$ cat src/hdl/wcsd_pkg.sv
package wcsd_pkg;

  // Table and token geometry.
  localparam int WORD_CAPACITY = 1024;
  localparam int TOKEN_BYTES   = 32;
  localparam int KEEP_MAX      = TOKEN_BYTES - 1;
  localparam int POS_W         = $clog2(WORD_CAPACITY);
  localparam int ENT_W         = $clog2(WORD_CAPACITY + 1);
  localparam int LEN_W         = $clog2(TOKEN_BYTES);
  localparam int CNT_W         = 32;

  localparam logic [CNT_W-1:0] CNT_MAX = '1;

  // Kind codes.
  localparam logic KIND_LEARN = 1'b0;
  localparam logic KIND_QUERY = 1'b1;

  typedef logic [KEEP_MAX-1:0][7:0] word_t;

  // Control that the sequencer broadcasts to every cell.
  typedef struct packed {
    logic cmp_en;
    logic upd_en;
    logic learn;
    logic insert;
  } cell_ctl_t;

endpackage

$ cat src/hdl/wcsd_cell.sv
module wcsd_cell (
  input  logic                        clk,
  input  logic [wcsd_pkg::POS_W-1:0]  idx,
  input  logic [wcsd_pkg::ENT_W-1:0]  entries,
  input  wcsd_pkg::cell_ctl_t         ctl,
  input  wcsd_pkg::word_t             tok_word,
  input  logic [wcsd_pkg::LEN_W-1:0]  tok_len,
  input  logic                        prev_lt,
  input  wcsd_pkg::word_t             prev_word,
  input  logic [wcsd_pkg::LEN_W-1:0]  prev_len,
  input  logic [wcsd_pkg::CNT_W-1:0]  prev_cnt,
  output logic                        lt,
  output logic                        eq,
  output wcsd_pkg::word_t             word,
  output logic [wcsd_pkg::LEN_W-1:0]  len,
  output logic [wcsd_pkg::CNT_W-1:0]  cnt,
  output logic [wcsd_pkg::CNT_W-1:0]  hit_cnt
);

  wcsd_pkg::word_t                 word_r;
  logic [wcsd_pkg::LEN_W-1:0]      len_r;
  logic [wcsd_pkg::CNT_W-1:0]      cnt_r;
  logic                            lt_r;
  logic                            eq_r;
  logic                            valid;
  logic [wcsd_pkg::KEEP_MAX-1:0]   k_eq;
  logic [wcsd_pkg::KEEP_MAX-1:0]   k_lt;
  logic [wcsd_pkg::KEEP_MAX-1:0]   pre_eq;
  logic                            lt_c;
  logic [wcsd_pkg::CNT_W-1:0]      cnt_up;

  // Per-byte keys: a byte past the end sorts below any kept byte.
  always_comb begin
    valid = {1'b0, idx} < entries;
    for (int i = 0; i < wcsd_pkg::KEEP_MAX; i++) begin
      logic       va;
      logic       vb;
      logic [8:0] ka;
      logic [8:0] kb;
      va = wcsd_pkg::LEN_W'(i) < len_r;
      vb = wcsd_pkg::LEN_W'(i) < tok_len;
      ka = va ? {1'b1, word_r[i]} : 9'd0;
      kb = vb ? {1'b1, tok_word[i]} : 9'd0;
      k_eq[i] = (ka == kb);
      k_lt[i] = (ka < kb);
    end
    pre_eq[0] = 1'b1;
    for (int i = 1; i < wcsd_pkg::KEEP_MAX; i++) begin
      pre_eq[i] = pre_eq[i-1] & k_eq[i-1];
    end
    lt_c = |(k_lt & pre_eq);
  end

  // Update path: shift from the left neighbor, take the new word, or count.
  always_comb begin
    cnt_up = (ctl.learn && (cnt_r != wcsd_pkg::CNT_MAX)) ? (cnt_r + wcsd_pkg::CNT_W'(1))
                                                         : cnt_r;
  end

  always_ff @(posedge clk) begin
    if (ctl.cmp_en) begin
      lt_r <= valid & lt_c;
      eq_r <= valid & (&k_eq);
    end
    if (ctl.upd_en) begin
      if (ctl.insert) begin
        if (!prev_lt) begin
          word_r <= prev_word;
          len_r  <= prev_len;
          cnt_r  <= prev_cnt;
        end else if (!lt_r) begin
          word_r <= tok_word;
          len_r  <= tok_len;
          cnt_r  <= wcsd_pkg::CNT_W'(1);
        end
      end else if (eq_r) begin
        cnt_r <= cnt_up;
      end
    end
  end

  assign lt      = lt_r;
  assign eq      = eq_r;
  assign word    = word_r;
  assign len     = len_r;
  assign cnt     = cnt_r;
  assign hit_cnt = eq_r ? cnt_up : '0;

endmodule

$ cat config.mk
export PLATFORM = sky130hd
export DESIGN_NAME = wcsd_cell
export DESIGN_NICKNAME = d
export VERILOG_FILES = /design/src/hdl/wcsd_pkg.sv /design/src/hdl/wcsd_cell.sv
export SDC_FILE = /design/constraint.sdc
export NUM_CORES = 1
export LEC_CHECK = 0
export BUFFER_PORTS_ARGS = -buffer_cell sky130_fd_sc_hd__clkbuf_2
export CAP_MARGIN = 20
export CORE_AREA = 2 2 341 343
export DETAILED_ROUTE_END_ITERATION = 12
export DIE_AREA = 0 0 343 345
export GPL_TIMING_DRIVEN = 0
export PLACE_DENSITY = 0.44
export REMOVE_ABC_BUFFERS = 1
export SYNTH_ARGS = -nofsm -noshare
export SYNTH_HDL_FRONTEND = slang
export SYNTH_SLANG_ARGS = --single-unit
$ cat constraint.sdc
create_clock -name clk -period 20.6 [get_ports clk]
set_input_delay 4.12 -clock clk [delete_from_list [all_inputs] [get_ports clk]]
set_output_delay 4.12 -clock clk [all_outputs]
set_load 0.01 [all_outputs]
### After elaboration in Yosys (flattened, before gate mapping)

Cells that the tools add are included.

| word-level totals | value |
|---|---|
| memories | 0 |
| flip-flop bits (word level) | 287 |
| output and inout bits | 319 |
| bits in read-only memories | 0 |
| bits in latches | 0 |
| logic and storage cells | 274 |
| memory bits (writable) | 0 |

| operators by class | value |
|---|---|
| add/subtract/negate cells | 1 |
| mux-type cells | 72 |
| $mul | 0 |
| div/mod/pow operators | 0 |
| reduce and logical (&&, ||, !) cells | 6 |
| shift-type cells | 0 |
| bitwise operators | 32 |
| equality and inequality tests | 34 |
| magnitude comparators | 94 |

Operators by type and width:

| cell | count |
|---|---|
| 9-bit two-way mux | 62 |
| 248-bit two-way mux | 2 |
| 9-bit equality test | 31 |
| 9-bit less-than comparator | 31 |
| 32-bit two-way mux | 6 |
| 5-bit less-than comparator, first input constant | 30 |
| 4-bit by 5-bit less-than comparator with 1-bit output, first input constant | 16 |
| 3-bit by 5-bit less-than comparator with 1-bit output, first input constant | 8 |
| 32-bit by 1-bit adder with 32-bit output, second input constant | 1 |
| 32-bit != test, second input constant | 1 |
| 1-bit AND | 31 |
| 31-bit AND | 1 |
| 31-bit AND reduction | 1 |
| 31-bit OR reduction | 1 |
| 1-bit by 5-bit less-than comparator with 1-bit output, first input constant | 4 |
| 2-bit by 5-bit less-than comparator with 1-bit output, first input constant | 4 |
| 10-bit by 11-bit less-than comparator with 1-bit output | 1 |
| 5-bit two-way mux | 2 |
| 3-bit AND reduction | 2 |
| 3-bit != test, second input constant | 1 |
| 2-bit != test, second input constant | 1 |
| 2-bit nonzero test | 1 |
| 1-bit logical AND | 1 |

### Depth between registers and ports, before layout

Gate-level depths: netlist (run 1).

| logic depth | value |
|---|---|
| word-level depth | 35 |
| depth in mapped cells | 18 |

### Worst setup path before layout (run 1)

OpenSTA, ideal clock, no wires.

| path | value |
|---|---|
| path type | input to register |
| start point | input prev_lt |
| end point | register cnt_r, in the netlist cnt[0] (enable) |
| path slack | 1.704 ns |
| stages on the path | 5 |
| path buffers | 3 |
| data arrival time | 18.468 ns |
| library setup time | 0.428 ns |
| required time | 20.172 ns |
| cells stage by stage | clkbuf_1 clkbuf_1 clkbuf_1 a21oi_1 o21bai_1 |

| on the way | value |
|---|---|
| longest elaborated chain between the ends | 2 |

RTL lines:

| item | line | RTL |
|---|---|---|
| start, declared | wcsd_cell.sv:8 | `input logic prev_lt,` |
| 3-bit != test (no source line) | -- |  |
| 3-bit AND reduction (no source line) | -- |  |
| end signal, assigned | wcsd_cell.sv:70 | `cnt_r <= prev_cnt;` |
| end signal, assigned | wcsd_cell.sv:74 | `cnt_r <= wcsd_pkg::CNT_W'(1);` |
| end signal, assigned | wcsd_cell.sv:77 | `cnt_r <= cnt_up;` |
| end, declared | wcsd_cell.sv:22 | `logic [wcsd_pkg::CNT_W-1:0] cnt_r;` |

Every way passes these cells.
A chain may end at the register's enable or synchronous reset.

### Final worst setup path (run 1)

| path | value |
|---|---|
| start point | input ctl[1] (netlist bit) |
| end point | output hit_cnt[26] (netlist bit) |

| on the way | value |
|---|---|
| longest elaborated chain between the ends | 3 |

RTL lines:

| item | line | RTL |
|---|---|---|
| start, declared | wcsd_cell.sv:5 | `input wcsd_pkg::cell_ctl_t ctl,` |
| 1-bit logical AND | wcsd_cell.sv:56 | `cnt_up = (ctl.learn && (cnt_r != wcsd_pkg::CNT_MAX)) ? (cnt_r + wcsd_pkg::CNT_W'(1))` |
| 32-bit two-way mux | wcsd_cell.sv:56 |  |
| 32-bit two-way mux | wcsd_cell.sv:87 | `assign hit_cnt = eq_r ? cnt_up : '0;` |
| end, declared | wcsd_cell.sv:17 | `output logic [wcsd_pkg::CNT_W-1:0] hit_cnt` |

Every way passes these cells.

==> flow_summary.toml, run 1 <==
[status]
status = "complete, no violations"

[floorplan]
die_x_um = 343
rows = 125
fp.dieArea_mm2 = 0.118
ios = 884
start_util_pct = 19.6
die_y_um = 345
core_region_area_mm2 = 0.115

[timing]
setup_viol = 0
hold_slack_ns = 0.731
rsz0062_at_grt = "no"
fmaxAchievable_ghz = 0.101
post-route-period-util_pct = 48.1
hold_viol_final = 0
skew_ns = 0.0134
worst_pin_slew_ns = 1.04
drv_slew = 0
maxSlewHeadroom_pct = 29.8
period_needed_ns = 9.91
worst_slack_ns = 10.69
setup_tns_ns = 0

[logic_synthesis]
synth_area_leaders = "edfxtp_1 (38%), ha_1 (16%), mux2_2 (13%), and2_1 (5.8%), nand2_1 (5.5%)"
synth_flop_cell = "edfxtp_1"
ys_seq_elements = 287
synth_edf_count = 287
ys.warnings.count = 0
synthCells = 2212
syn_area_mm2 = 0.0225
synth_async_sr_flop_share_pct = 0
synth_top_cell_area_share_pct = 38.2
avgSynthCellArea_um2 = 10.2
synth_area_leader_cell = "edfxtp_1"
ys_types = 61
seq_area_frac_synth_pct = 38.2

[finish]
nets = 3943
layout_commonest_cell = "clkbuf_2"
areaGrowthSynthToFinish_pct = 35.0
design_area_mm2 = 0.0304
final_cell_mix = "clkbuf_2 (882), nand2_1 (330), ha_1 (288), edfxtp_1 (287), mux2_2 (253)"
drive_gt1_share_pct = 39.5

[placement]
gp_congestion = 0.849
place_area_mm2 = 0.0291
dpl.hpwl_mm = 89.9
numPortBuffers = 883
dp_slack_ns = 10.51

[clock_tree]
clkSinkCount = 287
cts_setup_buffers = 0
insertion_delay_ns = 0.59
post_cts_resize_count = 0
cts_root_buffer = "clkbuf_16"
clk_path_buf_depth = 3
numCtsBuffers = 40
ctsHtreeMaxLevel = 2
hold_buffers = 0
path_clk_slew_ns = 0.06
cts_tree = "built"

[detailed_routing]
drt_wl_total_mm = 107
drtPass1Iterations = 5
drt_iter0_markers = 982
viasPerCell = 4.36
wl_per_cell_um = 22.9
drt.antenna.violating_nets = 0
via_count = 20300
drcViolationCount = 0

[setup_path]
cp_max_fo = 8
arrival_ns = 5.79
r2r_end = "lt"
r2r_slack_ns = 14.95
endpoint_kind = "primary output"
r2r_start = "len[1]"
cp-start-kind = "input port"
path_delay_family = "simple AND/OR/NAND/NOR gates"
crit_required_ns = 16.48
cpMaxStageDelayCell = "o31a_1"
critical_path_class = "input port to primary output"
crit_chain = "clkbuf_2 > and2_1 > o31a_1 > and2b_2 > nand2_1 > nor2_1 > xnor2_1 > nor2_1 > clkbuf_2"
r2r_cells = 14
cp_num_buf_inv = 2
cpPeakStageDelay_ns = 0.39

[hold_path]
min_path_type = "flip-flop to flip-flop"
hp-start = "cnt[29]"
whs_path_depth = 2
holdPathEnd = "cnt[29]"

[power_and_ir_drop]
powerDensity_mw_per_mm2 = 60.9
power.share.sequential_pct = 38.3
switching_share_pct = 30.3
clockPowerShare_pct = 38.7
irDropWorstVdd_uv = 53.7
switching_power_w = 0.000561
power.leakage_nw = 13.6
p_int_w = 0.00129
power_frac_comb_pct = 23.0

[global_route]
grt_max_degree = 98
grt_pass1_vias = 20800
grt_pass1_wl_mm = 148
antenna_found_initial = 29
grt_use_total_pct = 17.4
grt_overflow = 0

[run]
maxCapViolations = 0
-- metrics by stage --
step	power, W	util, %	std cells
floorplan	0.000944	-	2143
global placement	0.00118	24.8	4550
detailed placement	0.00116	25.3	4572
CTS	0.00189	26.4	4645
global route	0.00195	26.4	4648
finish	0.00185	26.4	4653
-- sequential cells by signal (all words and copies together), names as in the netlist --
register  count
lt            1
eq            1
word        248
len           5
cnt          32
-- layout make-up --
type / count / area, um^2
clock inverters: 21 / 213
fillers: 12600 / 84700
flip-flops and latches: 287 / 8620
well taps: 1524 / 1910
repair buffers: 905 / 4960
multi-input cells: 1791 / 13400
diodes: 8 / 20.0
clock buffers: 52 / 1070
inverters: 65 / 244
-- cell families after synthesis --
family                     synth area share, %
adders and majority gates                 16.0
AOI/OAI and AO/OA                         6.91
DFF                                       38.2
xor gates and xnor gates                  1.24
muxes                                     14.0
buffers and inverters                     2.41
and+or+nand+nor                           21.2
-- worst reg2reg max path, stage by stage (launching register included) --
cell,delay (ns)
edfxtp_1,0.69
buf_8,0.29
or2_2,0.43
a21oi_1,0.71
nand2_1,0.43
and2_1,0.30
ha_1,0.30
nand4_1,0.09
nor3_1,0.53
and3_1,0.50
nand3_1,0.15
nor4_2,0.31
nand2_1,0.13
o211a_1,0.24
a31oi_1,0.33
-- Yosys cell counts, types with 40 or more instances --
master and number:
a21oi_1 73, and2_1 209, and3_1 40, clkbuf_1 64, edfxtp_1 287, ha_1 288, inv_1 64, mux2_2 253
nand2_1 330, nand2b_1 43, nand3_1 46, nand4_1 44, nor2_1 116, nor2b_1 41, o21ai_0 47
-- power groups by stage --
stage,logic [W],clock network [W],registers [W]
global route,0.000477,0.000765,0.000713
finish,0.000426,0.000718,0.000709
CTS,0.000437,0.000746,0.000710
global placement,0.000434,0,0.000749
floorplan,0.000205,0,0.000739
detailed placement,0.000434,0,0.000722
-- per-layer routing --
metal / vias up / share of wire, % / GRT usage [%]
li1: 9836 / - / -
met1: 9608 / 40 / 20.6
met2: 700 / 49 / 30.3
met3: 123 / 8.0 / 5.17
met4: 26 / 2.3 / 4.43
met5: - / 0.31 / 1.02
-- worst max-delay path by stage --
stage | start | to | depth (start not counted)
floorplan | ctl[2] | cnt[0] | 3
global placement | prev_lt | cnt[8] | 3
detailed placement | tok_len[1] | lt | 14
CTS | ctl[1] | hit_cnt[26] | 9
global route | ctl[1] | hit_cnt[26] | 9
finish | ctl[1] | hit_cnt[26] | 9
Note: power is estimated with default switching activity, not from simulation.
==> run 2: changes to the inputs <==
Settings changed: CORE_AREA 2 2 341 343 to 2 2 348 350, DIE_AREA 0 0 343 345 to 0 0 350 352.
Clock period 20.6 ns to 8.4 ns, I/O delays scaled along.
==> flow_summary.toml, run 2 (same netlist as run 1, synthesis figures left out) <==
[finish]
postLayoutCoreUtil_pct = 25.7
nets = 3947
largest_reg_flops = 248
drive_gt1_share_pct = 39.7
areaGrowthSynthToFinish_pct = 35.8
layout_commonest_cell = "clkbuf_2"
final_cell_mix = "clkbuf_2 (882), nand2_1 (330), ha_1 (288), edfxtp_1 (287), mux2_2 (253)"

[floorplan]
rows = 127
fp.dieArea_mm2 = 0.123
die_x_um = 350
start_util_pct = 18.9
die_y_um = 352
core_region_area_mm2 = 0.119
ios = 884

[clock_tree]
path_clk_slew_ns = 0.06
numCtsBuffers = 42
hold_buffers = 0
post_cts_resize_count = 0
cts_tree = "built"
insertion_delay_ns = 0.61
cts_setup_buffers = 0
ctsHtreeMaxLevel = 2
cts_root_buffer = "clkbuf_16"
clk_path_buf_depth = 3
clkSinkCount = 287

[detailed_routing]
drt_wl_total_mm = 108
top_layer = "met5"
wl_met1_mm = 43.7
viasPerCell = 4.29
drtPass1Iterations = 5
met3RoutedLength_mm = 9.32
via_count = 20300
drcViolationCount = 0
drt.antenna.violating_nets = 0
wl_met2_mm = 52.1
drt_iter0_markers = 1029
wl_per_cell_um = 22.8

[global_route]
grt_use_total_pct = 16.9
grt_overflow = 0
grt_pass1_wl_mm = 149
grt_max_degree = 101
antenna_found_initial = 33
grt_pass1_vias = 20700

[setup_path]
arrival_ns = 7.18
r2r_slack_ns = 2.59
cp_max_fo = 17
critical_path_class = "input port to flip-flop"
crit_required_ns = 8.79
cp-start-kind = "input port"
endpoint_kind = "flip-flop"

[power_and_ir_drop]
power.leakage_nw = 13.7
irDropWorstVdd_uv = 110
powerDensity_mw_per_mm2 = 153
total_power_w = 0.00467

[placement]
dp_slack_ns = 0.792
gp_congestion = 0.850
numPortBuffers = 883
dpl.hpwl_mm = 90.7

[timing]
maxSlewHeadroom_pct = 21.9
drv_slew = 0
skew_ns = 0.0205
worst_pin_slew_ns = 1.17
worst_slack_ns = 1.61
period_needed_ns = 6.79
hold_slack_ns = 0.721
hold_viol_final = 0
fmaxAchievable_ghz = 0.147
setup_viol = 0
rsz0062_at_grt = "no"
post-route-period-util_pct = 80.9

[run]
maxCapViolations = 0

[hold_path]
min_path_type = "flip-flop to flip-flop"

[status]
status = "complete, no violations"
run 2: cell types whose count changed in the layout (fill, tap and decap cells not counted), moves of 2 or more:
cell        change
buf_12          +3
buf_16          -4
buf_8           +2
bufinv_16       +2
clkbuf_1        -3
clkbuf_16       +2
clkinv_1        -2
clkinvlp_4      +2
diode_2         -5
run 2: metrics by stage:
stage	instances	setup TNS (ns)	cell area [um^2]
floorplan	2143	-1876.34	22300
global placement	4638	-	28700
detailed placement	4661	0	29200
CTS	4734	0	30600
global route	4736	0	30600
finish	4738	0	30600
run 2: path summary, 6_finish.rpt:
check / cells past startpoint / start / to
hold / removal: 2 / cnt[27] / cnt[27]
setup reg to reg: 13 / len[2] / lt
hold reg to reg: 2 / cnt[27] / cnt[27]
setup / recovery: 15 / tok_len[4] / lt
run 2: routing by layer:
layer  up-vias  global-route usage (%)
met5         -                       0
met4        26                    4.12
met3       119                    5.94
met2       677                    29.4
met1      9679                    19.6
li1       9841                       -
run 2: final cells by class:
type,instances,area (um^2)
Fill cell,13100,88700
Tap cell,1612,2020
Clock inverter,22,272
Timing Repair Buffer,907,4950
Clock buffer,51,1110
Inverter,65,244
Sequential cell,287,8620
Antenna cell,3,7.51
Multi-Input combinational cell,1791,13400
run 2: critical path: stages:
cell       delay, ns
clkbuf_2        0.47
inv_1           0.53
nor2_1          0.84
inv_1           0.24
nor2_1          0.54
nand2_1         0.11
ha_1            0.30
a2111oi_0       0.43
o21ai_0         0.18
a221o_1         0.42
o2111ai_1       0.46
a221o_1         0.44
nand2_1         0.09
o211a_1         0.12
a31oi_1         0.29
run 2: where the power goes:
part           internal, W  switching (W)  leakage [nW]  total, W
registers          0.00168      0.0000599          2.68   0.00174
logic             0.000469       0.000576          10.3   0.00104
clock network      0.00112       0.000770         0.661   0.00189
