### src/hdl/wcsd_pkg.sv
package wcsd_pkg;

  // Table and token geometry.
  localparam int WORD_CAPACITY = 1024;
  localparam int TOKEN_BYTES   = 32;
  localparam int KEEP_MAX      = TOKEN_BYTES - 1;
  localparam int POS_W         = $clog2(WORD_CAPACITY);
  localparam int ENT_W         = $clog2(WORD_CAPACITY + 1);
  localparam int LEN_W         = $clog2(TOKEN_BYTES);
  localparam int CNT_W         = 32;

  localparam logic [CNT_W-1:0] CNT_MAX = '1;

  // Kind codes.
  localparam logic KIND_LEARN = 1'b0;
  localparam logic KIND_QUERY = 1'b1;

  typedef logic [KEEP_MAX-1:0][7:0] word_t;

  // Control that the sequencer broadcasts to every cell.
  typedef struct packed {
    logic cmp_en;
    logic upd_en;
    logic learn;
    logic insert;
  } cell_ctl_t;

endpackage

### src/hdl/wcsd_tokenizer.sv
module wcsd_tokenizer (
  input  logic                      clk,
  input  logic                      rst_n,
  input  logic                      byte_en,
  input  logic [7:0]                text_byte,
  input  logic                      end_of_text,
  input  logic                      clear,
  output logic                      word_done,
  output wcsd_pkg::word_t           tok_word,
  output logic [wcsd_pkg::LEN_W-1:0] tok_len
);

  wcsd_pkg::word_t                 buf_r;
  logic [wcsd_pkg::LEN_W-1:0]      len_r;
  logic [wcsd_pkg::LEN_W-1:0]      len_nxt;
  logic                            is_brk;
  logic                            append;
  logic [7:0]                      low_byte;

  // Separator detection and A-Z folding.
  always_comb begin
    is_brk = (text_byte == 8'h20) || (text_byte == 8'h09) || (text_byte == 8'h0A) ||
             (text_byte == 8'h0D) || (text_byte == 8'h2C) || (text_byte == 8'h2E) ||
             (text_byte == 8'h3B) || (text_byte == 8'h28) || (text_byte == 8'h29);
    low_byte = ((text_byte >= 8'h41) && (text_byte <= 8'h5A)) ? (text_byte + 8'h20)
                                                               : text_byte;
    append = byte_en && !is_brk && (len_r < wcsd_pkg::LEN_W'(wcsd_pkg::KEEP_MAX));
    len_nxt = append ? (len_r + wcsd_pkg::LEN_W'(1)) : len_r;
    if (is_brk) begin
      word_done = byte_en && (len_r != '0);
    end else begin
      word_done = byte_en && end_of_text && (len_nxt != '0);
    end
  end

  // The word stays held until the table update has used it.
  always_ff @(posedge clk) begin
    if (!rst_n) begin
      len_r <= '0;
    end else if (clear) begin
      len_r <= '0;
    end else begin
      len_r <= len_nxt;
    end
    if (append) begin
      buf_r[len_r] <= low_byte;
    end
  end

  assign tok_word = buf_r;
  assign tok_len  = len_r;

endmodule

### config.mk
export PLATFORM = sky130hd
export DESIGN_NAME = wcsd_tokenizer
export DESIGN_NICKNAME = d
export VERILOG_FILES = /design/src/hdl/wcsd_pkg.sv /design/src/hdl/wcsd_tokenizer.sv
export SDC_FILE = /design/constraint.sdc
export NUM_CORES = 1
export LEC_CHECK = 0
export BUFFER_PORTS_ARGS = -buffer_cell sky130_fd_sc_hd__buf_2
export CAP_MARGIN = 15
export CORE_UTILIZATION = 27
export CTS_CLUSTER_SIZE = 28
export DETAILED_ROUTE_END_ITERATION = 8
export PLACE_DENSITY = 0.6
export SLEW_MARGIN = 30
export SYNTH_ARGS = -nofsm -noshare
export SYNTH_HDL_FRONTEND = slang
export SYNTH_SLANG_ARGS = --single-unit
### constraint.sdc
create_clock -name clk -period 6.3 [get_ports clk]
set_input_delay 0.945 -clock clk [delete_from_list [all_inputs] [get_ports clk]]
set_output_delay 0.945 -clock clk [all_outputs]
set_load 0.03 [all_outputs]
Word level (Yosys, flattened, before mapping)
Index checks and enable logic that the tools add are counted.
{"block": "word_totals", "inputBits": 13, "ff_bits": 253}
{"block": "op_classes", "add_sub_neg": 2, "n_bitwise": 1, "n_reduce_logical": 19, "n_eq_ne": 9, "mux": 6, "magnitude_cmp": 5}
{"operator": "bitwise mux 248 bit", "n": 1}
{"operator": "== test 8 x 6 -> 1 bit (second input constant)", "n": 6}
{"operator": "demux 8 bit (select 5 bit)", "n": 1}
{"operator": "== test 8 x 4 -> 1 bit (second input constant)", "n": 3}
{"operator": "two-way mux 8 bit", "n": 2}
{"operator": "nonzero test 5 bit", "n": 2}
{"operator": "adder 8 x 6 -> 8 bit (second input constant)", "n": 1}
{"operator": "greater-or-equal comparator 8 x 7 -> 1 bit (second input constant)", "n": 1}
{"operator": "<= comparator 8 x 7 -> 1 bit (second input constant)", "n": 1}
{"operator": "logical OR 1 bit", "n": 8}
{"operator": "logical AND 1 bit", "n": 7}
{"operator": "< comparator 5 x 6 -> 1 bit (second input constant)", "n": 1}
{"operator": "adder 5 x 1 -> 5 bit (second input constant)", "n": 1}
{"operator": "greater-or-equal comparator 5 x 1 -> 1 bit (second input constant)", "n": 1}
{"operator": "< comparator 5 bit (second input constant)", "n": 1}
{"operator": "two-way mux 5 bit", "n": 1}
{"operator": "OR reduction 2 bit", "n": 1}
{"operator": "logical NOT 1 bit", "n": 1}
{"operator": "two-way mux 1 bit", "n": 1}
{"operator": "NOT 1 bit", "n": 1}

Depth between registers and ports, before layout
Gate-level depths: netlist (run 1).
{"block": "depth", "depth_word": 16, "depth_mapped": 7, "mapped_depth_nobuf": 6}

Least setup slack after synthesis (run 1)
OpenSTA, ideal clock, no wires.
{"block": "synth_timing", "path_type": "input -> output", "startpoint": "in text_byte[2]", "endpoint": "out word_done", "stages": 6, "setup_slack_ns": 2.489, "t_required_ns": 5.355, "arrival_time_ns": 2.866, "path_cell_list": "or4b_2 -> o21ai_0 -> o21ai_1 -> nand4_1 -> mux2i_1 -> a211oi_1"}
{"block": "synth_between", "elab_chain_len": 16, "elab_cells_between_ends": 24, "classes_between": "9 x eq/ne; 2 x mux; 13 x reduce/logical"}
{"item": "start, declared", "line_no": "wcsd_tokenizer.sv:5", "text": "input logic [7:0] text_byte,"}
{"item": "== test 8 x 6 -> 1 bit or == test 8 x 4 -> 1 bit (tied branches)", "line_no": "wcsd_tokenizer.sv:22", "text": "is_brk = (text_byte == 8'h20) || (text_byte == 8'h09) || (text_byte == 8'h0A) ||"}
{"item": "logical OR 1 bit (3 in series)", "line_no": "wcsd_tokenizer.sv:22"}
{"item": "logical OR 1 bit (3 in series)", "line_no": "wcsd_tokenizer.sv:23", "text": "(text_byte == 8'h0D) || (text_byte == 8'h2C) || (text_byte == 8'h2E) ||"}
{"item": "logical OR 1 bit", "line_no": "wcsd_tokenizer.sv:24", "text": "(text_byte == 8'h3B) || (text_byte == 8'h28) || (text_byte == 8'h29);"}
{"item": "logical OR 1 bit (*)", "line_no": "wcsd_tokenizer.sv:24"}
{"item": "logical NOT 1 bit", "line_no": "wcsd_tokenizer.sv:27", "text": "append = byte_en && !is_brk && (len_r < wcsd_pkg::LEN_W'(wcsd_pkg::KEEP_MAX));"}
{"item": "logical AND 1 bit (2 in series)", "line_no": "wcsd_tokenizer.sv:27"}
{"item": "two-way mux 5 bit", "line_no": "wcsd_tokenizer.sv:28", "text": "len_nxt = append ? (len_r + wcsd_pkg::LEN_W'(1)) : len_r;"}
{"item": "nonzero test 5 bit", "line_no": "wcsd_tokenizer.sv:32", "text": "word_done = byte_en && end_of_text && (len_nxt != '0);"}
{"item": "logical AND 1 bit", "line_no": "wcsd_tokenizer.sv:32"}
{"item": "two-way mux 1 bit (*)", "line_no": "wcsd_tokenizer.sv:29", "text": "if (is_brk) begin"}
{"item": "end, declared", "line_no": "wcsd_tokenizer.sv:8", "text": "output logic word_done,"}
Every way passes the cells marked *; elsewhere a longest branch is shown, timed or not.

Worst setup path after layout (run 1)
{"block": "layout_timing", "startpoint": "in text_byte[1]", "endpoint": "out word_done"}
The elaborated chain is that of the path after synthesis.

==> results.md, run 1 <==
Yosys:
- In the synthesized netlist the dominant register cell turns out to be edfxtp_1.
- Yosys mapped a number of flops with a built-in enable equal to 248.
- For this run, the number of Yosys warnings is 0.
- The library cell occupying the most area in the post-synthesis netlist is edfxtp_1.
- The cell count after synthesis came out at 363.
- The part of the Yosys area used for sequential elements is 92.06%.
- In the post-synthesis netlist, the biggest area contributors are edfxtp_1 (91%), nor2_1 (1.6%), dfxtp_1 (1.2%).
- The number of flip-flops and latches in the synthesized netlist is 253.
- The cell area that synthesis handed to floorplanning was 8198 um^2.
- Synthesis instantiated 40 different standard cells from the library.
- The synthesized design devotes to its leading area cell type 90.84% of total area.
- Counting every net in the synthesized netlist gives 381.
- Of all flip-flops after synthesis, the portion carrying an async set or reset was 0%.
- The post-synthesis area per instance is 22.58 um^2.

Power:
- The internal portion of the total power is 0.002863 W.
- For this design the static power due to leakage is 4.015 nW.
- Combinational cells account for 2.3% of the total power.
- Of the total power, the share spent switching nets is 19.78%.
- Summed over all nets, the switching power comes to 0.0007058 W.
- Per report_power, the sequential group accounts for 52.1% of the total.
- The worst voltage drop across the vdd grid is 0.1937 mV.
- The power per cell area is 325.7 nW/um^2.
- The clock network fraction of total power is 45.6%.

CTS:
- Gates resized during post-CTS repair numbered 0.
- The number of buffers added to fix hold violations after cts is 0.
- Clock latency on the worst-skew pair, taken at its later pin, is 0.52 ns.
- TritonCTS created 27 clock buffers.
- In this run the number of H-tree levels came out at 1.
- No sink is reached through more buffers than the 3 on the longest clock path.
- The CTS sink count is 253.
- In this run the clock root is driven by a clkbuf_16.
- TritonCTS built the clock tree.
- The post-CTS setup-driven buffer insertion count is 0.
- The clock edge transition at the registers on the reported setup and hold paths is 0.06 ns.

Final layout:
- The register cell area after layout is 7547 um^2.
- The area taken by multi-input logic gates is 644.4 um^2.
- The fraction of final layout cells sized beyond drive strength 1 is 47.85%.
- At the end of the flow, the number of nets in the layout was 673.
- The layout-stage area growth over the synthesis result is 33.67%.
- The layout has 2743 filler cells.
- The final design area excluding fillers is 10960 um^2.

Detailed routing:
- In the final routing, the length of wire on met1 measures 8.615 mm.
- The first-iteration detailed-routing DRC count is 305.
- The total length of routed met2 wires is 10.69 mm.
- The routed wire length per instance is 19.98 um.
- In the routed layout, each cell is associated on average with a via count of 4.276.
- The highest metal layer carrying signal wires in the routed design is met5.
- For this run, the detailed router's first-pass iteration total came to 4.
- The number of remaining DRC errors is 0.
- The routed layout has 4562 vias.
- Summed over all nets, wire length on met3 after detailed routing comes to 1.571 mm.
- The routed wire length is 21.32 mm.
- The count of nets left with antenna violations once routing finished came out at 0.

Floorplanning:
- The y dimension of the die is 176.3 um.
- The number of cell rows is 63.
- Once the floorplan was initialized, standard cells occupied 27.59% of the core.
- The total die area is 31060 um^2.
- The die boundary width is 176.3 um.
- The area of the core is 29720 um^2.
- The top-level I/O count is 267.

STA:
- Static timing analysis puts the maximum clock frequency at 0.2356 GHz.
- The relative max-transition margin is 42.34%.
- The count of final hold-check violations is 0.
- For the pin with the worst max-slew slack, the measured transition is 0.8649 ns.
- Dividing the final minimum period by the clock period gives 67.36%.
- Setup repair after global routing left no endpoint under its margin.
- The clock skew is 0.01068 ns.
- The max-slew violation count is 0.
- The final critical-path setup slack is 2.056 ns.
- The shortest period the worst path allows is 4.244 ns.
- Setup violations remaining at the end of the flow were counted as 0.
- The final setup TNS is 0 ns.

Worst setup path:
- The type of the worst setup path is in -> out.
- For the worst setup path, the data required time is 5.35 ns.
- The endpoint kind of the worst setup timing path is a primary output.
- The largest driver fanout on the critical path is 36.
- The worst setup path is launched from an input pin.
- Counting cells, the worst reg-to-reg path comes to 6.
- The register-to-register setup slack is 3.08 ns.
- The worst path arrival time is 3.30 ns.

Global route:
- After global routing the overflow that remains totals 0.
- The via count of the first global-routing pass is 4359.
- The number of antenna violations at the first check in global routing came to 1.
- The first global-routing pass estimated 29.15 mm of wire.
- Global routing used 13.08% of the available tracks across all layers.
- Entering global routing, the biggest net connects 38 pins.

Min path:
- The worst min-delay path category is reg -> reg.
- The worst hold path passes through 2 cells.

Run status:
- The flow ran to the end, and the final reports show no timing, DRC or antenna violations.

Place:
- OpenSTA, run right after detailed placement, puts the worst setup slack at 1.766 ns.
- The half-perimeter wire length of the detailed placement result is 13.05 mm.
- After detailed placement, the total cell area comes to 10010 um^2.
- The number of buffers added on ports is 266.
- The final weighted congestion in routability-driven placement is 0.7301.

Job:
- Max-cap violations in this run came to 0.
## power groups by stage
stage | sequential, W | combinational, W | clock, W
after CTS | 0.00186 | 0.0000859 | 0.00167
after detailed placement | 0.00189 | 0.0000860 | 0
after global routing | 0.00186 | 0.0000905 | 0.00172
final | 0.00186 | 0.0000828 | 0.00163
after global placement | 0.00189 | 0.0000831 | 0
after floorplan | 0.00190 | 0.0000211 | 0
## through the flow
| step | hold slack (ns) | total power (W) | std cells | util [%] |
|---|---|---|---|---|
| floorplan | 0.7189 | 0.001926 | 363 | - |
| global placement | 0.6373 | 0.001978 | 1016 | 33.68 |
| detailed placement | 0.6470 | 0.001981 | 1016 | 33.68 |
| CTS | 0.6691 | 0.003613 | 1065 | 36.79 |
| global route | 0.7306 | 0.003674 | 1065 | 36.86 |
| finish | 0.6834 | 0.003569 | 1067 | 36.87 |
## flip-flops by register name (all words and copies together), names as in the netlist
register / flops
tok_word: 248
tok_len: 5
## routing by layer
layer	global-route usage [%]	up-vias
met5	0	-
met4	3.949	2
met3	2.735	30
met2	22.57	220
met1	16.41	2292
li1	-	2018
## area by class of cell
class	count	area share, %
diodes	2	0.04567
flip-flops and latches	253	68.87
multi-input cells	103	5.880
well taps	390	4.453
clock buffers	29	6.234
repair buffers	267	12.22
clock inverters	20	2.192
inverters	3	0.1028
## cells by family after synthesis
kind of cell	after synthesis	share of synthesized area, %
fa+ha+maj	5	0.7631
simple gates	75	4.670
compound gates	19	1.694
mux	3	0.3663
xor+xnor	1	0.1069
flops	253	92.06
buf+inv	7	0.3357
## placed cells by master (no fill, tap or decap), types with 3 or more instances in the layout
cell | netlist | routed
a21oi_1 | 7 | 7
buf_2 | 1 | 266
bufinv_16 | 0 | 5
clkbuf_16 | 0 | 27
clkinv_1 | 0 | 4
clkinv_2 | 0 | 5
dfxtp_1 | 5 | 5
edfxtp_1 | 248 | 248
ha_1 | 5 | 5
inv_1 | 3 | 3
inv_6 | 0 | 3
mux2i_1 | 3 | 3
nand2_1 | 10 | 10
nand2b_1 | 4 | 4
nand3b_1 | 3 | 3
nand4_1 | 3 | 3
nor2_1 | 34 | 34
nor3_2 | 0 | 4
or3_1 | 3 | 3
## path summary, 6_finish.rpt
kind / endpoint / start
max: word_done / text_byte[1]
min: tok_len[0]$_SDFF_PP0_ / tok_len[0]$_SDFF_PP0_
max reg2reg: tok_word[198]$_DFFE_PP_ / tok_len[2]$_SDFF_PP0_
min reg2reg: tok_len[0]$_SDFF_PP0_ / tok_len[0]$_SDFF_PP0_
## Yosys cell counts (all sizes together) (2+ instances only)
| master | number |
|---|---|
| or3 | 3 |
| ha | 5 |
| a41o | 2 |
| edfxtp | 248 |
| a21oi | 7 |
| nand2b | 4 |
| nand2 | 10 |
| nand4 | 3 |
| clkbuf | 2 |
| and3 | 3 |
| o21ai | 2 |
| nor3 | 4 |
| and2 | 2 |
| nor4b | 2 |
| nor2 | 34 |
| buf | 2 |
| dfxtp | 5 |
| mux2i | 3 |
| inv | 3 |
| nand3 | 2 |
| nand3b | 3 |
## worst max-delay path, stage by stage
cell      delay [ns]
buf_2           0.61
or4b_2          0.63
o21ai_0         0.09
o21ai_1         0.19
nand4_1         0.17
mux2i_1         0.11
a211oi_1        0.27
buf_2           0.26
Note: power is estimated with default switching activity, not from simulation.
==> inputs of run 2 (changes only) <==
- ABC_AREA: unset -> 1
- clock period: 6.3 -> 4.3 ns (I/O delays scaled with it)
==> run 2 against run 1 <==
  * Via count grew 2.8%
  * Hold slack lost 0.18 ns
  * Largest power group unchanged
  * Global-route usage shrank 0.33 points
  * Sequential power grew 46%
  * Wire length shrank 1.5%
  * Final cell count grew 6.3%
  * Synthesized cell count grew 14%
  * Register-to-register slack lost 1.2 ns
  * Setup slack lost 0.77 ns
  * Clock skew grew 0.0043 ns
  * Core utilization shrank 0.42 points
  * Total power grew 41%
==> results.md, run 2 <==
Worst setup path:
- The largest driver fanout on the critical path came to 32 (-11%).
- The worst setup path is of the in -> out kind.
- The endpoint kind of the worst setup timing path is a primary output.
- The count of buffer and inverter cells on the critical path is 4 (+2).
- The worst path arrival time is 2.37 ns (-0.93 ns).
- The nature of the critical path startpoint is an input pin.
- The maximum single-stage delay on the critical path is 0.35 ns (-0.28 ns).
- The critical path data required time came to 3.65 ns (-1.70 ns).
- Among the stages of the critical path, the cell type that occurs most often is nand2_1.
- The signal on the critical path passes through buf_2 > buf_4 > nand2_1 > inv_1 > nand2_1 > a21oi_2 > nand2_4 > nand4_4 > nand2_1 > nand2_1 > nor2_1 > nand3_1 > nand2_1 > nand2_1 > buf_2.
- The largest individual stage delay along the critical path comes from the cell buf_4.
- The cell class contributing the biggest share of worst-path delay is simple AND/OR/NAND/NOR gates.

Power:
- The clock network fraction of total power came to 43.1% (-2.5 points).
- The worst voltage drop across the vdd grid is 0.3221 mV (+66%).
- The power per cell area is 453.8 nW/um^2 (+39%).
- The static leakage is 4.195 nW (+4.5%).
- The switching power share of the total was 20.33% (+0.55 points).
- The internal power is 0.004021 W (+40%).
- The switching power is 0.001026 W (+45%).
- The combinational share of power is 3.0% (+0.7 points).
- The sequential share of power is 54.0% (+1.9 points).

Final layout:
- The utilization after layout came to 36.45% (-0.42 points).
- The number of nets in the layout is 736 (+9.4%).
- In the layout the commonest cells are buf_2 (266), edfxtp_1 (248), nor2_1 (48).
- The register cell area after layout came to 7547 um^2 (unchanged).
- The number of fill cells in the layout is 2862 (+4.3%).
- The area taken by multi-input logic gates came to 703.2 um^2 (+9.1%).
- The layout-stage area growth over the synthesis result is 33.15%.
- The fraction of final layout cells sized beyond drive strength 1 is 46.13% (-1.7 points).
- The number of flip-flops under the largest register name was 248 (unchanged).
- The commonest non-fill, non-tap cell in the layout is buf_2.

Yosys:
- The number of distinct standard cells referenced by the synthesized netlist is 23 (-43%).
- The count of yosys warnings during synthesis is 0 (unchanged).
- The number of enable flip-flop cells after synthesis is 248 (unchanged).
- By count the netlist is led by edfxtp_1 (248), nor2_1 (49), nand2_1 (37).
- The predominant post-synthesis flop cell is edfxtp_1.
- After synthesis, the cell types taking the most area are edfxtp_1 (89%), nor2_1 (2.2%), nand2_1 (1.7%).
- The fraction of post-synthesis cell area in the top cell type by area is 89.16% (-1.7 points).
- The post-synthesis area per instance was 20.13 um^2 (-11%).
- The number of nets in the synthesized netlist is 433 (+14%).
- The number of flip-flops and latches in the synthesized netlist was 253 (unchanged).
- The post-synthesis instance area is 8353 um^2 (+1.9%).
- The gate count of the mapped netlist is 415 (+14%).
- The most used standard cell by instance count after synthesis is edfxtp_1.
- The part of the Yosys area used for sequential elements is 90.35% (-1.7 points).
- The share of synthesized flip-flops with an asynchronous set or reset is 0% (unchanged).
- The synthesized design spends more area on one cell type than any other, namely edfxtp_1.

STA:
- The number of endpoints failing setup at the final stage is 0 (unchanged).
- The shortest period the worst path allows is 3.011 ns.
- The final setup TNS is 0 ns (unchanged).
- The transition time at the pin with the least slew margin was 0.7625 ns (-0.1024 ns).
- The relative max-transition margin came to 48.98% (+6.6 points).
- The clock skew came to 0.01497 ns (+0.004289 ns).
- Setup repair after global routing left no endpoint under its margin.
- The count of final hold-check violations is 0 (unchanged).
- The final worst-path cycle share is 70.01%.
- For this run, the top clock speed supported by timing is 0.3322 GHz.
- The final critical-path setup slack is 1.289 ns (-0.7668 ns).
- The max-slew violation count is 0 (unchanged).

Global route:
- The overall global routing resource usage is 12.74% (-0.33 points).
- The number of antenna violations at the first check in global routing is 0 (-1).
- The wire length of the first global-routing pass is 29.22 mm (+0.24%).
- The maximum number of pins on one net before global-route repair is 34 (-11%).
- The via count of the first global-routing pass came to 4508 (+3.4%).
- The overflow left after global routing is 0 (unchanged).

Detailed routing:
- The first-iteration detailed-routing DRC count is 310 (+1.6%).
- The routed wire length per instance is 18.51 um (-7.3%).
- The total number of vias is 4689 (+2.8%).
- The number of remaining DRC errors was 0 (unchanged).
- The detailed-routing iteration count for the pre-antenna-repair pass is 4 (unchanged).
- The routed wire length is 20.99 mm (-1.5%).
- The number of routed nets with antenna violations was 0 (unchanged).
- The via-per-instance ratio was 4.135 (-3.3%).

Floorplanning:
- The top-level I/O count is 267 (unchanged).
- The y dimension of the die was 177.9 um (+0.93%).
- The number of cell rows is 64 (+1.6%).
- The die boundary width came to 177.9 um (+0.93%).
- The area of the core is 30510 um^2 (+2.7%).
- The total die area is 31640 um^2 (+1.9%).
- The initial cell density of the core is 27.38% (-0.21 points).

Place:
- The pre-CTS setup slack is 1.162 ns (-0.6044 ns).
- The number of buffers added on ports is 266 (unchanged).
- The final weighted congestion in routability-driven placement is 0.8232 (+13%).
- The half-perimeter wire length of the detailed placement result came to 14.26 mm (+9.3%).

Min path:
- The worst min-delay path category is in -> reg.

CTS:
- The CTS sink count is 253 (unchanged).
- The number of buffers added to fix hold violations after cts was 0 (unchanged).
- The clock insertion delay at the later pin of the skew report is 0.52 ns (about the same).
- The count of instances resized after the clock tree is built came to 0 (unchanged).
- The root cell of the clock tree is clkbuf_16.
- TritonCTS built the clock tree.
- The post-CTS setup-driven buffer insertion count is 0 (unchanged).
- The number of clock buffers inserted by TritonCTS is 26 (-3.7%).
- The clock edge transition at the registers on the reported setup and hold paths is 0.06 ns (about the same).
- The maximum level of the CTS H-tree was 1 (unchanged).
- The maximum count of clock buffers along a single path came to 3 (unchanged).

Run status:
- The flow ran to the end, and the final reports show no timing, DRC or antenna violations.

Job:
- The number of max-capacitance violations reported is 0 (unchanged).
## run 2: path summary, 6_finish.rpt
path	slack, ns	cells after the start	endpoint	start
setup / recovery	1.29	15	word_done	text_byte[1]
hold reg to reg	0.58	2	tok_len[1]$_SDFF_PP0_	tok_len[1]$_SDFF_PP0_
setup reg to reg	1.85	9	tok_word[166]$_DFFE_PP_	tok_len[2]$_SDFF_PP0_
hold / removal	0.51	3	tok_len[4]$_SDFF_PP0_	rst_n
## run 2: area by class of cell
class | count | area share, %
Timing Repair Buffer | 276 | 12.89
Multi-Input combinational cell | 134 | 6.322
Sequential cell | 253 | 67.86
Clock inverter | 17 | 1.327
Clock buffer | 30 | 6.176
Antenna cell | 1 | 0.02250
Tap cell | 396 | 4.455
Inverter | 27 | 0.9450
## run 2: kinds of logic after synthesis
family	after synthesis	synth area share (%)
AO/OA/AOI/OAI	10	0.7491
XOR/XNOR	2	0.2097
adder cells (fa/ha/maj)	5	0.7490
buffers and inverters	28	1.318
flip-flops	253	90.35
AND/OR/NAND/NOR	117	6.621
## run 2: worst min-delay path, cell delays in order
cell and delay [ns]:
buf_2 0.07, nand2_1 0.14, nor2_1 0.13
## run 2: through the flow
stage	hold slack, ns	std cells	power [W]	cell area (um^2)
6_report	0.5053	1134	0.005047	11120
5_1_grt	0.4824	1133	0.005225	11120
4_1_cts	0.4610	1133	0.005109	11120
3_5_place_dp	0.5631	1086	0.002932	10280
3_3_place_gp	0.5741	1084	0.002927	10250
2_1_floorplan	0.6676	415	0.002840	8353
## run 2: power groups by stage
stage / logic [W] / clock network [W] / registers (W)
floorplan: 0.0000444 / 0 / 0.00280
finish: 0.000150 / 0.00217 / 0.00272
global route: 0.000167 / 0.00234 / 0.00272
CTS: 0.000157 / 0.00223 / 0.00272
global placement: 0.000151 / 0 / 0.00278
detailed placement: 0.000156 / 0 / 0.00278
## run 2: routing by layer
layer	share of wire (%)	GRT usage (%)
met1	43	16.53
met4	1.1	2.920
met2	49	21.19
met5	0	0
met3	7.5	3.385
==> inputs of run 3 (changes only) <==
- PLACE_DENSITY: 0.6 -> 0.61
- clock period: 4.3 -> 2.5 ns (I/O delays scaled with it)
==> run 3 against run 2 <==
  * Clock power rose by 64%
  * Global-route usage fell by 0.13 points
  * Final cell count rose by 3.2%
  * Non-clock buffer count rose by 37
  * Setup slack got worse by 1.2 ns
  * Core utilization rose by 0.73 points
  * Critical path depth fell by 2
  * Die area did not move
  * Highest routed layer unchanged
==> results.md, run 3 (synthesis gave the netlist of run 2 again) <==
Run status:
- The flow ran to the end, and the final reports show no timing, DRC or antenna violations.

STA:
- The clock skew came to 0.01180 ns (-0.003168 ns).
- Based on the critical path, the design can be clocked at up to 0.4182 GHz.
- The final worst-path cycle share is 95.64%.
- The max-slew violation count is 0 (unchanged).
- The post-route worst hold slack is 0.2236 ns (-0.2818 ns).
- The number of endpoints failing setup at the final stage came to 0 (unchanged).
- The relative max-transition margin was 45.67% (-3.3 points).
- The transition time at the pin with the least slew margin is 0.8130 ns (+0.05050 ns).
- The count of final hold-check violations is 0 (unchanged).
- The shortest period the worst path allows is 2.391 ns.

Detailed routing:
- The via-per-instance ratio is 4.111 (-0.58%).
- The routed wire length per instance is 17.81 um (-3.8%).
- The detailed-routing iteration count for the pre-antenna-repair pass is 4 (unchanged).
- The routed wire length is 20.84 mm (-0.75%).
- The number of routed nets with antenna violations was 0 (unchanged).
- The total number of vias is 4810 (+2.6%).
- The number of remaining DRC errors is 0 (unchanged).
- The first-iteration detailed-routing DRC count came to 280 (-9.7%).

Worst setup path:
- The critical path endpoint is word_done.
- The cell with the largest stage delay on the worst path is dfxtp_4.
- Counting stages on the worst path, the most repeated cell is nand2_1.
- The maximum single-stage delay on the critical path is 0.37 ns (+0.02 ns).
- The nature of the critical path startpoint is a flip-flop.
- The critical path starts at tok_len[1]$_SDFF_PP0_.
- The worst reg2reg path startpoint is tok_len[1]$_SDFF_PP0_.
- The worst setup path is of the reg -> out kind.
- The critical path data required time was 2.12 ns (-1.53 ns).
- The worst register-to-register path ends at tok_word[178]$_DFFE_PP_.
- The worst path arrival time came to 2.02 ns (-0.35 ns).
- Walking the worst path, the cells encountered are nand2_1 > inv_2 > nand2_2 > nor2_4 > inv_2 > nand4_4 > nand2_1 > nand2_1 > nor2_2 > nand3_1 > nand2_1 > nand2_1 > clkbuf_4.
- The depth of the most critical reg-to-reg path is 11 (+2).
- The register-to-register setup slack is 0.57 ns (-1.28 ns).
- The worst setup path is captured at a primary output.
- The largest driver fanout on the critical path came to 6 (-81%).

Final layout:
- The number of nets in the layout is 772 (+4.9%).
- The layout-stage area growth over the synthesis result is 35.80%.
- The fraction of final layout cells sized beyond drive strength 1 is 49.03% (+2.9 points).
- The final design area excluding fillers was 11340 um^2 (+2.0%).
- Leaving out fill and tap cells, the most frequent cell in the layout is buf_2.
- The utilization after layout is 37.18% (+0.73 points).
- The number of flip-flops under the largest register name was 248 (unchanged).
- The library cells used most frequently in the layout, excluding fill and tap cells, are buf_2 (265), edfxtp_1 (248), nor2_1 (47), buf_4 (47), nand2_1 (34).
- The number of non-filler instances in the completed layout is 1170 (+3.2%).

Global route:
- The met2 usage was 21.17% (about the same).
- The maximum number of pins on one net before global-route repair is 32 (-5.9%).
- The layer flagged by global routing as most heavily used is met2.
- The wire length of the first global-routing pass is 29.02 mm (-0.68%).
- The global routing usage on met3 is 2.913% (-0.47 points).
- The global-route met1 utilization is 15.96% (-0.57 points).
- The number of antenna violations at the first check in global routing is 0 (unchanged).
- The via count of the first global-routing pass was 4635 (+2.8%).
- The overall global routing resource usage is 12.62% (-0.13 points).
- The overflow left after global routing is 0 (unchanged).

CTS:
- The maximum level of the CTS H-tree was 1 (unchanged).
- The maximum count of clock buffers along a single path is 3 (unchanged).
- TritonCTS built the clock tree.
- The cell sitting at the root of the clock tree is a clkbuf_16.
- The number of buffers added to fix hold violations after cts is 0 (unchanged).
- The clock insertion delay at the later pin of the skew report is 0.52 ns (about the same).
- The number of clock buffers inserted by TritonCTS is 25 (-3.8%).
- The clock edge transition at the registers on the reported setup and hold paths is 0.07 ns (about the same).
- The CTS sink count is 253 (unchanged).

Floorplanning:
- The area of the core is 30510 um^2 (unchanged).
- The initial cell density of the core is 27.38% (unchanged).
- The die boundary width is 177.9 um (unchanged).
- The top-level I/O count is 267 (unchanged).
- The number of cell rows is 64 (unchanged).
- The total die area is 31640 um^2 (unchanged).
- The y dimension of the die is 177.9 um (unchanged).

Place:
- The total instance count after detailed placement came to 1120 (+3.1%).
- The number of buffers added on ports came to 266 (unchanged).
- The final weighted congestion in routability-driven placement is 0.8372 (+1.7%).
- The cell area reported after detailed placement is 10510 um^2 (+2.2%).
- The half-perimeter wire length of the detailed placement result is 14.02 mm (-1.7%).

Min path:
- The min-delay analysis places its worst path in the category in -> reg.

Power:
- The worst voltage drop across the vdd grid is 0.4592 mV (+43%).
- The static leakage was 4.359 nW (+3.9%).
- The power per cell area is 749.0 nW/um^2 (+65%).
- The overall power came to 0.008496 W (+68%).

Job:
- The number of max-capacitance violations reported is 0 (unchanged).
run 3: area by class of cell:
class / count / area, um^2
fill: 2907 / 19170
sequential: 253 / 7562
timing repair buffer: 313 / 1687
multi-input combinational: 134 / 718.2
clock buffer: 33 / 655.6
tap: 396 / 495.5
clock inverter: 13 / 117.6
inverter: 27 / 105.1
antenna: 1 / 2.502
run 3: worst min-delay path by stage:
stage	start	to	slack, ns	depth (start not counted)
floorplan	text_byte[0]	tok_word[0]$_DFFE_PP_	0.47	0
global placement	tok_len[1]$_SDFF_PP0_	tok_len[1]$_SDFF_PP0_	0.58	2
detailed placement	tok_len[1]$_SDFF_PP0_	tok_len[1]$_SDFF_PP0_	0.58	2
CTS	rst_n	tok_len[3]$_SDFF_PP0_	0.20	3
global route	rst_n	tok_len[0]$_SDFF_PP0_	0.22	3
finish	rst_n	tok_len[1]$_SDFF_PP0_	0.22	3
run 3: through the flow:
step | worst slack, ns | TNS (ns)
after floorplan | 0.3414 | 0
after global placement | 0.3865 | 0
after detailed placement | 0.3439 | 0
after CTS | 0.007886 | 0
after global routing | -0.008286 | -0.008286
final | 0.1090 | 0
run 3: timing repair:
action,4_1_cts,5_1_grt
buffers inserted,0,3
pin swaps,0,1
gates resized for setup,5,10
endpoints found under the setup margin,1,1
run 3: worst max-delay path: cells and delay by family, from the launching register on:
| family | cells | cell delay (ns) |
|---|---|---|
| flip-flops | 1 | 0.37 |
| AND/OR/NAND/NOR | 10 | 0.83 |
| buffers and inverters | 3 | 0.29 |
run 3: layer usage:
layer,vias to the layer above,wire (um)
met4,0,588
met3,37,1341
met5,-,0
met1,2343,8723
met2,222,10180
li1,2208,-
run 3: power breakdown:
group	leakage, nW	switching, W	internal, W	total [W]
Sequential	2.28	0.00000634	0.00467	0.00468
Combinational	1.71	0.000205	0.0000606	0.000265
Clock	0.372	0.00150	0.00205	0.00355
